`config.mk`:
```
export PLATFORM = sky130hd
export DESIGN_NAME = canonical_kmer_quality_extractor
export DESIGN_NICKNAME = d
export VERILOG_FILES = /design/src/rtl/ckqe_pkg.sv /design/src/rtl/ckqe_front.sv /design/src/rtl/ckqe_queue.sv /design/src/rtl/ckqe_back.sv /design/src/rtl/canonical_kmer_quality_extractor.sv
export VERILOG_INCLUDE_DIRS = /design/src /design/src/rtl
export SDC_FILE = /design/constraint.sdc
export NUM_CORES = 1
export LEC_CHECK = 0
export ABC_AREA = 0
export BUFFER_PORTS_ARGS = -buffer_cell sky130_fd_sc_hd__buf_4
export CAP_MARGIN = 10
export CELL_PAD_IN_SITES_DETAIL_PLACEMENT = 2
export CELL_PAD_IN_SITES_GLOBAL_PLACEMENT = 2
export CORE_ASPECT_RATIO = 0.9
export CORE_MARGIN = 2
export CORE_UTILIZATION = 34
export CTS_CLUSTER_DIAMETER = 80
export DETAILED_ROUTE_END_ITERATION = 8
export PLACE_DENSITY = 0.77
export SETUP_SLACK_MARGIN = 0.3
export SKIP_CTS_REPAIR_TIMING = 1
export SYNTH_ARGS = -nofsm -noshare
export SYNTH_HDL_FRONTEND = slang
export SYNTH_SLANG_ARGS = --single-unit
export TNS_END_PERCENT = 100
```
`constraint.sdc`:
```
create_clock -name clk -period 6.9 [get_ports clk]
set_input_delay 1.035 -clock clk [delete_from_list [all_inputs] [get_ports clk]]
set_output_delay 1.035 -clock clk [all_outputs]
set_load 0.02 [all_outputs]
```
`src/rtl/canonical_kmer_quality_extractor_defines.svh`:
```
// ----------------------------------------------------------------------------
// canonical_kmer_quality_extractor_defines
// assertion macros shared by the k-mer extractor rtl
// ----------------------------------------------------------------------------
`ifndef CANONICAL_KMER_QUALITY_EXTRACTOR_DEFINES_SVH
`define CANONICAL_KMER_QUALITY_EXTRACTOR_DEFINES_SVH

// same-cycle implication, checked outside reset
`define CKQE_ASSERT_NOW(name, ante, cons, msg) \
  name: assert property (@(posedge clk) disable iff (rst) (ante) |-> (cons)) else $error(msg);

// next-cycle implication, checked outside reset
`define CKQE_ASSERT_NEXT(name, ante, cons, msg) \
  name: assert property (@(posedge clk) disable iff (rst) (ante) |=> (cons)) else $error(msg);

`endif

```
`src/rtl/ckqe_pkg.sv`:
```
// ----------------------------------------------------------------------------
// ckqe_pkg
// shared types and constants of the canonical k-mer extractor
// ----------------------------------------------------------------------------
package ckqe_pkg;

  // field and register widths
  localparam int CHAR_W   = 8;
  localparam int K_W      = 6;
  localparam int CODE_W   = 2;
  localparam int OUT_W    = 64;
  localparam int CFG_IDX_W = 2;
  localparam int CFG_DATA_W = 8;

  // queue between front and back
  localparam int QDEPTH  = 2;
  localparam int QPTR_W  = $clog2(QDEPTH);
  localparam int QCNT_W  = $clog2(QDEPTH + 1);

  // register reset values
  localparam logic [K_W-1:0]    MER_LENGTH_RST = 6'd24;
  localparam logic [CHAR_W-1:0] QUAL_THR_RST   = 8'd0;

  // register indexes
  typedef enum logic [CFG_IDX_W-1:0] {
    REG_MER_LENGTH = 2'd0,
    REG_QUAL_THR   = 2'd1
  } ckqe_reg_t;

  // nucleotide characters
  localparam logic [CHAR_W-1:0] CHAR_A_UP = 8'h41;
  localparam logic [CHAR_W-1:0] CHAR_A_LO = 8'h61;
  localparam logic [CHAR_W-1:0] CHAR_C_UP = 8'h43;
  localparam logic [CHAR_W-1:0] CHAR_C_LO = 8'h63;
  localparam logic [CHAR_W-1:0] CHAR_G_UP = 8'h47;
  localparam logic [CHAR_W-1:0] CHAR_G_LO = 8'h67;
  localparam logic [CHAR_W-1:0] CHAR_T_UP = 8'h54;
  localparam logic [CHAR_W-1:0] CHAR_T_LO = 8'h74;

  // 2-bit base codes
  localparam logic [CODE_W-1:0] CODE_A = 2'd0;
  localparam logic [CODE_W-1:0] CODE_C = 2'd1;
  localparam logic [CODE_W-1:0] CODE_G = 2'd2;
  localparam logic [CODE_W-1:0] CODE_T = 2'd3;

  // one classified base as it travels from front to back
  typedef struct packed {
    logic [CODE_W-1:0] code;
    logic              is_base;
    logic              high_q;
    logic              first;
  } ckqe_item_t;

endpackage

```
`src/rtl/ckqe_front.sv`:
```
// ----------------------------------------------------------------------------
// ckqe_front
// classifies one incoming base: 2-bit code, nucleotide flag, quality flag
// ----------------------------------------------------------------------------
module ckqe_front import ckqe_pkg::*; (
  input  logic [CHAR_W-1:0] base_char,
  input  logic [CHAR_W-1:0] quality_char,
  input  logic              first_of_read,
  input  logic [CHAR_W-1:0] quality_threshold,
  output ckqe_item_t        item
);

  // base decode, either case
  always_comb begin
    item.code    = CODE_A;
    item.is_base = 1'b1;
    // quality must be strictly above the threshold
    item.high_q  = (quality_char > quality_threshold);
    item.first   = first_of_read;
    unique case (base_char) inside
      CHAR_A_UP, CHAR_A_LO: item.code = CODE_A;
      CHAR_C_UP, CHAR_C_LO: item.code = CODE_C;
      CHAR_G_UP, CHAR_G_LO: item.code = CODE_G;
      CHAR_T_UP, CHAR_T_LO: item.code = CODE_T;
      default:              item.is_base = 1'b0;
    endcase
  end

endmodule

```
`src/rtl/ckqe_queue.sv`:
```
// ----------------------------------------------------------------------------
// ckqe_queue
// short fifo between classification and k-mer update
// ----------------------------------------------------------------------------
module ckqe_queue import ckqe_pkg::*; (
  input  logic              clk,
  input  logic              rst,
  input  logic              push,
  input  ckqe_item_t        push_item,
  input  logic              pop,
  output ckqe_item_t        head,
  output logic              not_empty,
  output logic              full,
  output logic [QCNT_W-1:0] count
);

  ckqe_item_t        entries [QDEPTH];
  logic [QPTR_W-1:0] wr_ptr;
  logic [QPTR_W-1:0] rd_ptr;

  // storage
  always_ff @(posedge clk) begin
    if (push) begin
      entries[wr_ptr] <= push_item;
    end
  end

  // pointers and fill count
  always_ff @(posedge clk) begin
    if (rst) begin
      wr_ptr <= '0;
      rd_ptr <= '0;
      count  <= '0;
    end else begin
      if (push) begin
        wr_ptr <= (wr_ptr == QPTR_W'(QDEPTH - 1)) ? '0 : wr_ptr + 1'b1;
      end
      if (pop) begin
        rd_ptr <= (rd_ptr == QPTR_W'(QDEPTH - 1)) ? '0 : rd_ptr + 1'b1;
      end
      if (push && !pop) begin
        count <= count + 1'b1;
      end else if (pop && !push) begin
        count <= count - 1'b1;
      end
    end
  end

  assign head      = entries[rd_ptr];
  assign not_empty = (count != '0);
  assign full      = (count == QCNT_W'(QDEPTH));

endmodule

```
`src/rtl/ckqe_back.sv`:
```
// ----------------------------------------------------------------------------
// ckqe_back
// k-mer shift registers, run counters and registered canonical result
// ----------------------------------------------------------------------------
module ckqe_back import ckqe_pkg::*; #(
  parameter int MAX_K = 32
) (
  input  logic             clk,
  input  logic             rst,
  input  logic [K_W-1:0]   mer_length,
  input  logic             clear_runs,
  input  ckqe_item_t       item,
  input  logic             item_valid,
  output logic             pop,
  output logic             out_valid,
  input  logic             out_stall,
  output logic [OUT_W-1:0] canonical_mer,
  output logic             all_high_quality
);

  localparam int             MER_W = 2 * MAX_K;
  localparam logic [K_W-1:0] K_MAX = K_W'(MAX_K);

  logic [MER_W-1:0] forward_mer;
  logic [MER_W-1:0] reverse_mer;
  logic [K_W-1:0]   valid_run;
  logic [K_W-1:0]   quality_run;

  logic [K_W-1:0]   k_eff;
  logic [MER_W-1:0] mask;
  logic [MER_W-1:0] rev_ins;
  logic [MER_W-1:0] forward_mer_next;
  logic [MER_W-1:0] reverse_mer_next;
  logic [K_W-1:0]   vr_base;
  logic [K_W-1:0]   qr_base;
  logic [K_W-1:0]   valid_run_next;
  logic [K_W-1:0]   quality_run_next;
  logic             emit;
  logic [MER_W-1:0] canon;

  // clamp k into 1..MAX_K
  always_comb begin
    if (mer_length == '0) begin
      k_eff = K_W'(1);
    end else if (mer_length > K_MAX) begin
      k_eff = K_MAX;
    end else begin
      k_eff = mer_length;
    end
  end

  // low 2k bits mask and complement placed at base position k-1
  always_comb begin
    mask    = '0;
    rev_ins = '0;
    for (int j = 0; j < MAX_K; j++) begin
      if (K_W'(j) < k_eff) begin
        mask[2*j +: 2] = 2'b11;
      end
      if (K_W'(j) == k_eff - 1'b1) begin
        rev_ins[2*j +: 2] = ~item.code;
      end
    end
  end

  // k-mer update
  assign forward_mer_next = ((forward_mer << 2) | MER_W'(item.code)) & mask;
  assign reverse_mer_next = (((reverse_mer & mask) >> 2) | rev_ins) & mask;

  // run counters, saturating at k
  always_comb begin
    vr_base = item.first ? '0 : valid_run;
    qr_base = item.first ? '0 : quality_run;
    valid_run_next = (vr_base < k_eff) ? vr_base + 1'b1 : vr_base;
    if (item.high_q) begin
      quality_run_next = (qr_base < k_eff) ? qr_base + 1'b1 : qr_base;
    end else begin
      quality_run_next = '0;
    end
  end

  // result selection
  assign emit  = item.is_base && (valid_run_next >= k_eff);
  assign canon = (forward_mer_next < reverse_mer_next) ? forward_mer_next : reverse_mer_next;

  // take the head item whenever the output register is free or draining
  assign pop = item_valid && (!out_valid || !out_stall);

  // state registers
  always_ff @(posedge clk) begin
    if (rst) begin
      forward_mer <= '0;
      reverse_mer <= '0;
      valid_run   <= '0;
      quality_run <= '0;
    end else if (clear_runs) begin
      valid_run   <= '0;
      quality_run <= '0;
    end else if (pop) begin
      if (item.is_base) begin
        forward_mer <= forward_mer_next;
        reverse_mer <= reverse_mer_next;
        valid_run   <= valid_run_next;
        quality_run <= quality_run_next;
      end else begin
        valid_run   <= '0;
        quality_run <= '0;
      end
    end
  end

  // output valid
  always_ff @(posedge clk) begin
    if (rst) begin
      out_valid <= 1'b0;
    end else if (pop) begin
      out_valid <= emit;
    end else if (!out_stall) begin
      out_valid <= 1'b0;
    end
  end

  // output payload
  always_ff @(posedge clk) begin
    if (pop && emit) begin
      canonical_mer    <= OUT_W'(canon);
      all_high_quality <= (quality_run_next >= k_eff);
    end
  end

endmodule

```
`src/rtl/canonical_kmer_quality_extractor.sv`:
```
// ----------------------------------------------------------------------------
// canonical_kmer_quality_extractor
// streaming canonical k-mer extractor with a per-k-mer quality flag
// ----------------------------------------------------------------------------
// One base and its quality character enter per transfer. Unless the output
// stalls, one base per cycle is sustained: a base is classified on entry
// and written into a two-entry queue, and the back end takes one queue
// entry per cycle, updates the forward and reverse-complement k-mers and
// the run counters, and loads the output register, so a result appears in
// the cycle after its base is taken. A result is produced only once k
// valid bases are in place; a character other than A, C, G or T clears
// both runs and yields nothing. Input stall rises only when the queue is
// full, which happens only while the output is stalled. Writing mer_length
// clears both runs; write registers only while the block is empty.
// ----------------------------------------------------------------------------
`include "canonical_kmer_quality_extractor_defines.svh"

module canonical_kmer_quality_extractor import ckqe_pkg::*; #(
  parameter int MAX_K = 32
) (
  input  logic                  clk,
  input  logic                  rst,
  // base channel
  input  logic                  in_valid,
  output logic                  in_stall,
  input  logic [CHAR_W-1:0]     base_char,
  input  logic [CHAR_W-1:0]     quality_char,
  input  logic                  first_of_read,
  // result channel
  output logic                  out_valid,
  input  logic                  out_stall,
  output logic [OUT_W-1:0]      canonical_mer,
  output logic                  all_high_quality,
  // register write channel
  input  logic                  cfg_valid,
  output logic                  cfg_ready,
  input  logic [CFG_IDX_W-1:0]  cfg_index,
  input  logic [CFG_DATA_W-1:0] cfg_data
);

  logic [K_W-1:0]    mer_length;
  logic [CHAR_W-1:0] quality_threshold;
  logic              cfg_xfer;
  logic              clear_runs;

  ckqe_item_t        front_item;
  ckqe_item_t        head_item;
  logic              push;
  logic              pop;
  logic              q_not_empty;
  logic              q_full;
  logic [QCNT_W-1:0] q_count;

  // register writes
  assign cfg_ready  = 1'b1;
  assign cfg_xfer   = cfg_valid && cfg_ready;
  assign clear_runs = cfg_xfer && (cfg_index == REG_MER_LENGTH);

  always_ff @(posedge clk) begin
    if (rst) begin
      mer_length        <= MER_LENGTH_RST;
      quality_threshold <= QUAL_THR_RST;
    end else if (cfg_xfer) begin
      case (cfg_index)
        REG_MER_LENGTH: mer_length        <= cfg_data[K_W-1:0];
        REG_QUAL_THR:   quality_threshold <= cfg_data;
        default:        ;
      endcase
    end
  end

  // input transfer
  assign in_stall = q_full;
  assign push     = in_valid && !in_stall;

  ckqe_front u_front (
    .base_char         (base_char),
    .quality_char      (quality_char),
    .first_of_read     (first_of_read),
    .quality_threshold (quality_threshold),
    .item              (front_item)
  );

  ckqe_queue u_queue (
    .clk       (clk),
    .rst       (rst),
    .push      (push),
    .push_item (front_item),
    .pop       (pop),
    .head      (head_item),
    .not_empty (q_not_empty),
    .full      (q_full),
    .count     (q_count)
  );

  ckqe_back #(
    .MAX_K (MAX_K)
  ) u_back (
    .clk              (clk),
    .rst              (rst),
    .mer_length       (mer_length),
    .clear_runs       (clear_runs),
    .item             (head_item),
    .item_valid       (q_not_empty),
    .pop              (pop),
    .out_valid        (out_valid),
    .out_stall        (out_stall),
    .canonical_mer    (canonical_mer),
    .all_high_quality (all_high_quality)
  );

  // queue fill tracks pushes and pops
  `CKQE_ASSERT_NEXT(a_q_grow, push && !pop, q_count == $past(q_count) + 1'b1, "queue count did not grow")
  `CKQE_ASSERT_NEXT(a_q_shrink, pop && !push, q_count == $past(q_count) - 1'b1, "queue count did not shrink")
  // a new result only comes from a popped base
  `CKQE_ASSERT_NOW(a_out_from_pop, $rose(out_valid), $past(pop), "result without a popped base")
  // a held result is never overwritten by a pop
  `CKQE_ASSERT_NOW(a_no_pop_on_hold, out_valid && out_stall, !pop, "pop while result stalled")

endmodule
```
=== Yosys cells after proc, flatten, opt, wreduce, memory -nomap -nowiden ===
Memory sizes are Yosys's and may differ from the RTL's. A register that Yosys moved wholly into a read port is not among the register bits.
Cells that the tools add are included.

* Register bits after elaboration: 222
* Memory bits (writable): 10
* Input bits: 32
* Output and inout bits: 68
* Logic and storage cells: 220
* Memories: 1

* Add/subtract/negate cells: 7
* Order comparisons: 39
* Equality and inequality tests: 42
* Muxes and demuxes: 86
* Bitwise operators: 7
* Reduce and logical (&&, ||, !) cells: 26

{| class="wikitable"
|+ Memory list
! memory !! words !! bits a word !! read ports !! clocked after memory_dff !! wr ports !! RTL line !! source
|-
| u_queue.entries || 2 || 5 || 1 || 1 || 1 || ckqe_queue.sv:17 || <nowiki>ckqe_item_t entries [QDEPTH];</nowiki>
|}

{| class="wikitable"
|+ Operators with widths
! cell !! count
|-
| AND 64 bit || 3
|-
| 2-to-1 mux 2 bit || 66
|-
| == test 5 x 6 -> 1 bit, first input constant || 16
|-
| less-than comparator 5 x 6 -> 1 bit, first input constant || 16
|-
| == test 8 x 7 -> 1 bit, second input constant || 8
|-
| less-than comparator 64 bit || 1
|-
| 2-to-1 mux 64 bit || 1
|-
| OR 62 x 64 -> 64 bit || 1
|-
| OR 64 x 2 -> 64 bit || 1
|-
| 2-to-1 mux 6 bit || 9
|-
| == test 4 x 6 -> 1 bit, first input constant || 8
|-
| less-than comparator 4 x 6 -> 1 bit, first input constant || 8
|-
| == test 3 x 6 -> 1 bit, first input constant || 4
|-
| less-than comparator 3 x 6 -> 1 bit, first input constant || 4
|-
| adder 6 x 1 -> 6 bit, second input constant || 2
|-
| == test 2 x 6 -> 1 bit, first input constant || 2
|-
| >= comparator 6 bit || 2
|-
| logical NOT 6 bit || 2
|-
| less-than comparator 1 x 6 -> 1 bit, first input constant || 2
|-
| less-than comparator 2 x 6 -> 1 bit, first input constant || 2
|-
| less-than comparator 6 bit || 2
|-
| 2-to-1 mux 1 bit || 9
|-
| greater-than comparator 8 bit || 1
|-
| OR reduction 2 bit || 4
|-
| 20 further kinds || 33
|}

=== Longest topological paths before layout ===
* Depth after elaboration: 10
* Depth in mapped cells: 20
* Gate-level depth less buffers: 17

=== By module ===
Synthesis repeated with hierarchy kept, for this count alone.

* Cells, all modules: 1420
* Area, all modules: 12424.4 um^2

{| class="wikitable"
|+ Modules (own cells, without submodules)
! module !! times used !! cells an instance !! area each (um^2) !! seq. area each (um^2)
|-
| ckqe_back || 1 || 1282 || 10951.8 || 4694.5
|-
| canonical_kmer_quality_extractor || 1 || 62 || 628.1 || 280.3
|-
| ckqe_queue || 1 || 37 || 566.8 || 400.4
|-
| ckqe_front || 1 || 39 || 277.8 || 0.0
|}

=== Worst setup path after synthesis ===
OpenSTA, ideal clock, no wires.

* Path type: register -> register
* Start point: reg with a tool-made name
* End point: reg u_back.all_high_quality, enable pin
* Setup time: 0.509 ns
* Arrival time: 6.134 ns
* Data required time: 6.391 ns
* Slack: 0.257 ns
* Cell stages (with the launch flop): 18
* Buffers on the path: 2
* Period minus slack after synthesis: 6.643 ns
* Path through: dfxtp_1 -> buf_2 -> mux2i_2 -> clkbuf_1 -> nand2_1 -> inv_1 -> ha_1 -> a21o_1 -> a21oi_1 -> o21ai_2 -> mux2_2 -> ha_1 -> a21o_1 -> a21o_1 -> a21oi_1 -> nor2b_1 -> o21ai_0 -> a21oi_1

{| class="wikitable"
|+ RTL lines
! what !! RTL line !! source
|-
| end signal: assignment || ckqe_back.sv:127 || <nowiki>all_high_quality <= (quality_run_next >= k_eff);</nowiki>
|-
| end: declaration || ckqe_back.sv:18 || <nowiki>output logic all_high_quality</nowiki>
|}

=== Final worst setup path ===
* Start point: reg mer_length[1]
* End point: reg u_back.canonical_mer[21], data pin

* Word-level cells in the longest chain between the ends: 10
* Elaborated cells on any way between the ends: 139
* Those cells by class: 1 x add/sub; 34 x order compare; 31 x eq/ne; 67 x mux; 4 x bitwise; 2 x reduce/logical

{| class="wikitable"
|+ Ends and longest elaborated chain
! what !! RTL line !! source
|-
| start: declaration || canonical_kmer_quality_extractor.sv:41 || <nowiki>logic [K_W-1:0] mer_length;</nowiki>
|-
| start signal: assignment || canonical_kmer_quality_extractor.sv:65 || <nowiki>REG_MER_LENGTH: mer_length <= cfg_data[K_W-1:0];</nowiki>
|-
| greater-than comparator 6 bit || ckqe_back.sv:45 || <nowiki>end else if (mer_length > K_MAX) begin</nowiki>
|-
| 2-to-1 mux 6 bit || ckqe_back.sv:45 ||
|-
| 2-to-1 mux 6 bit * || ckqe_back.sv:43 || <nowiki>if (mer_length == '0) begin</nowiki>
|-
| subtractor 6 x 1 -> 6 bit, or another cell as far along || ckqe_back.sv:60 || <nowiki>if (K_W'(j) == k_eff - 1'b1) begin</nowiki>
|-
| == test 1 x 6 -> 1 bit, or another cell as far along || ckqe_back.sv:60 ||
|-
| 2-to-1 mux 2 bit or AND 64 bit (tied branches) || ckqe_back.sv:60, ckqe_back.sv:68 ||
|-
| OR 62 x 64 -> 64 bit || ckqe_back.sv:68 || <nowiki>assign reverse_mer_next = (((reverse_mer & mask) >> 2) | rev_ins) & mask;</nowiki>
|-
| AND 64 bit || ckqe_back.sv:68 ||
|-
| less-than comparator 64 bit || ckqe_back.sv:84 || <nowiki>assign canon = (forward_mer_next < reverse_mer_next) ? forward_mer_next : reverse_mer_next;</nowiki>
|-
| 2-to-1 mux 64 bit * || ckqe_back.sv:84 ||
|-
| net u_back.canon[21] || ckqe_back.sv:39 || <nowiki>logic [MER_W-1:0] canon;</nowiki>
|-
| end signal: assignment || ckqe_back.sv:126 || <nowiki>canonical_mer <= OUT_W'(canon);</nowiki>
|-
| end: declaration || ckqe_back.sv:17 || <nowiki>output logic [OUT_W-1:0] canonical_mer,</nowiki>
|}

Mark *: on every way through the listed nets, which the timed path passes. The rest lies on a longest branch.
A chain may end at the register's enable or synchronous reset.

==> results.md <==
- GRT overflow: 0
- Worst vdd ir: 0.155 mV
- Net count after synthesis: ~1500
- Fin crit share: 77.7%
- Internal power: 0.00301 W
- Die H: between 150 and 200 microns
- Hold Crit Class: reg2reg
- Worst Tran Pin Value: 1.08 ns
- NetSw: 0.00158 W
- Outcome: finished, final reports clean
- Leak pwr: 5.70 nW
- Stages on the worst setup path: 15
- Largest net degree at the start of global routing: 96
- Setup_tns: 0 ns
- Clk root buf: clkbuf_16
- Total track usage: 22.7%
- Initial antenna violation count: 1
- Clock transition at path regs: 0.06 ns
- Max incr delay on CP: 0.87 ns
- Max Slew Vio Count: 0
- Clock Power Share: between 30% and 40%
- Core Rows: 66
- Worst r2r path cells: 15
- Most frequent cells in the layout: nor2_1, nand2_1, dfxtp_1
- Vias in the first global route: 12117
- Beginning of the critical path: mer_length[1]$_SDFFE_PP0P_
- Sw frac: 34.3%
- ANT nets after route: 0
- Worst r2r src: mer_length[1]$_SDFFE_PP0P_
- RePlAce Congestion: between 0.7 and 0.8
- Async SR Flop Fraction: 0%
- CTS H-tree depth: 1
- Final #Nets: 1591
- Post-synth design cell area: 12600 sq um
- Drc violations: 0
- Layout area overhead: 17.8%
- Combinational share of power: 27.6%
- Clk buf depth: 3
- Dpl hpwl: 30700 microns
- Core area: ~36000 sq um
- CP Class: reg2reg
- Flops & latches, synth: 231
- Mean Syn Cell Area: 8.97 sq um
- CP bufs+invs: 4
- TritonCTS Buffers: 29
- DR iter-0 viols: between 600 and 700
- Final Util: between 40 and 50%
- Chip width: around 210 microns
- Share of power burned in registers: a little over a third
- PD cells: 310 nW/um^2
- Register area share after synthesis: between 40% and 50%
- CP max stage cell: nor4_1
- RSZ-0062 raised after global routing: no
- Yosys warning count: 0
- Max_cap viols: 0
- Diode count: 0
- CTS tree: done
- CP required: a little over 7 ns
- Drt total wl: 43600 microns
- Starting Density: about a third
- Count of different cell masters after synthesis: 68
- Vias: 11201
- WL per Instance: 22.2 microns
- Clk Latency, worst-skew pair: 0.56 ns
- Worst-path maximum fanout: 26
- Worst Setup Start Kind: register
- Crit. End Element: register
- Endpoints failing hold: 0
- DR pass1 iterations: 5
- Arrival @ worst endpoint: ~5.6 ns
- I/O pin total: 100
- Sink Count: about 230
- Worst hold stages: 2
- Top Family by Delay on Critical Path: simple AND/OR/NAND/NOR gates
- First-pass GRT wire length: 69300 microns
- Port buffer count: 97
- Cells after Synth: about 1400
- Most common cell after layout, fill and taps aside: nor2_1
- Clock skew: 0.0173 ns
- Top FF cell, synth: dfxtp_1
- EDFF count, synth: 75
- Final min period: 5.36 ns
- Die area: 38500 sq um
- Fmax: 186 MHz
- Worst path cell trace: inv_1, nor2_1, inv_1, nor4_1, a22oi_1, ha_1, nand4_1, nor4_1, buf_4, o21ai_0, a21oi_1, nor2_1, nand2_2, buf_4, a32oi_1
- Hold_sp: u_back.forward_mer[55]$_SDFFE_PP0P_
- Final Setup Violations: 0
- Share of cells above drive strength 1: 13.6%
- Avg Vias per Cell: 5.71
- Worst slew margin: 27.7%
## metrics by stage
step	setup WS, ns	total power (W)	instance area (sq um)	hold slack, ns	cells
final	1.54	0.00459	14800	0.453	1961
after global routing	1.38	0.00484	14800	0.474	1961
after CTS	1.66	0.00463	14800	0.456	1961
after detailed placement	1.67	0.00292	13800	0.447	1908
after global placement	1.86	0.00284	13800	0.432	1908
after floorplan	1.70	0.00248	12600	0.417	1401
## worst min-delay path: cells and delay by family (launching register included)
kind            cells  cell delay [ns]
simple gates        1             0.05
flops               1             0.30
compound gates      1             0.05
## Yosys cell counts, types with 6 or more instances
master    count  area share [%]
mux2i_1      18             1.4
xnor2_1       6            0.42
nor3_1       18            0.72
nand3_1      15            0.60
a21o_1       12            0.72
nand2_1     171             5.1
a21oi_1      99             3.9
dfxtp_1     156              25
a32oi_1      71             4.9
o21ai_0      35             1.4
edfxtp_1     75              18
nand4_1      17            0.85
nand2b_1     10            0.50
clkbuf_1     72             2.2
a22oi_1      47             2.8
nor4_1        8            0.40
a211oi_1     71             4.2
buf_1         8            0.24
inv_1        31            0.93
and2_1       68             3.4
o21a_1        8            0.48
buf_6         8            0.72
ha_1         96             9.6
nor2_1      191             5.7
xor2_1        7            0.49
## kinds of logic (layout without fill, tap and decap cells)
logic type / count (synthesis) / count (layout) / share of synthesized area [%]
adder cells (fa/ha/maj): 96 / 96 / 9.56
buffers and inverters: 128 / 212 / 4.44
AND/OR/NAND/NOR: 528 / 528 / 19.1
flip-flops: 231 / 231 / 42.8
other: 1 / 1 / 0.0298
AO/OA/AOI/OAI: 383 / 383 / 21.5
multiplexers: 21 / 21 / 1.72
XOR/XNOR: 13 / 13 / 0.906
## path summary, 6_finish.rpt
| check | slack [ns] | endpoint |
|---|---|---|
| setup / recovery | 1.54 | u_back.canonical_mer[21]$_DFFE_PP_ |
| hold / removal | 0.45 | u_back.forward_mer[55]$_SDFFE_PP0P_ |
| setup reg to reg | 1.54 | u_back.canonical_mer[21]$_DFFE_PP_ |
| hold reg to reg | 0.45 | u_back.forward_mer[55]$_SDFFE_PP0P_ |
## layer usage
metal / vias to the layer above / part of all wire (%) / GRT usage (%)
li1: 5266 / - / -
met1: 5676 / 47 / 31.1
met2: 197 / 48 / 37.8
met3: 60 / 3.4 / 3.04
met4: 2 / 2.0 / 4.86
met5: - / 0.030 / 0
## power by group through the flow
| stage | Combinational (W) | Clock, W | Sequential, W |
|---|---|---|---|
| floorplan | 0.000854 | 0 | 0.00163 |
| global placement | 0.00119 | 0 | 0.00165 |
| detailed placement | 0.00126 | 0 | 0.00166 |
| CTS | 0.00127 | 0.00172 | 0.00163 |
| global route | 0.00140 | 0.00179 | 0.00165 |
| finish | 0.00127 | 0.00168 | 0.00164 |
## layout make-up
type                    count  area [sq um]
well taps                 476           596
inverters                  32           120
flip-flops and latches    231          5380
repair buffers            127          1000
clock inverters            20           310
clock buffers              33           741
fillers                  4002         21400
multi-input cells        1042          6670
## state kept, by name, indices dropped and copies added, names as in the netlist, named ones only
name                     count
mer_length                   6
quality_threshold            8
u_back.all_high_quality      1
u_back.canonical_mer        64
u_back.forward_mer          62
u_back.out_valid             1
u_back.quality_run           6
u_back.reverse_mer          62
u_back.valid_run             6
u_queue.count                2
u_queue.entries             10
u_queue.rd_ptr               1
u_queue.wr_ptr               1
No activity file was read; power rests on OpenSTA's default activity.
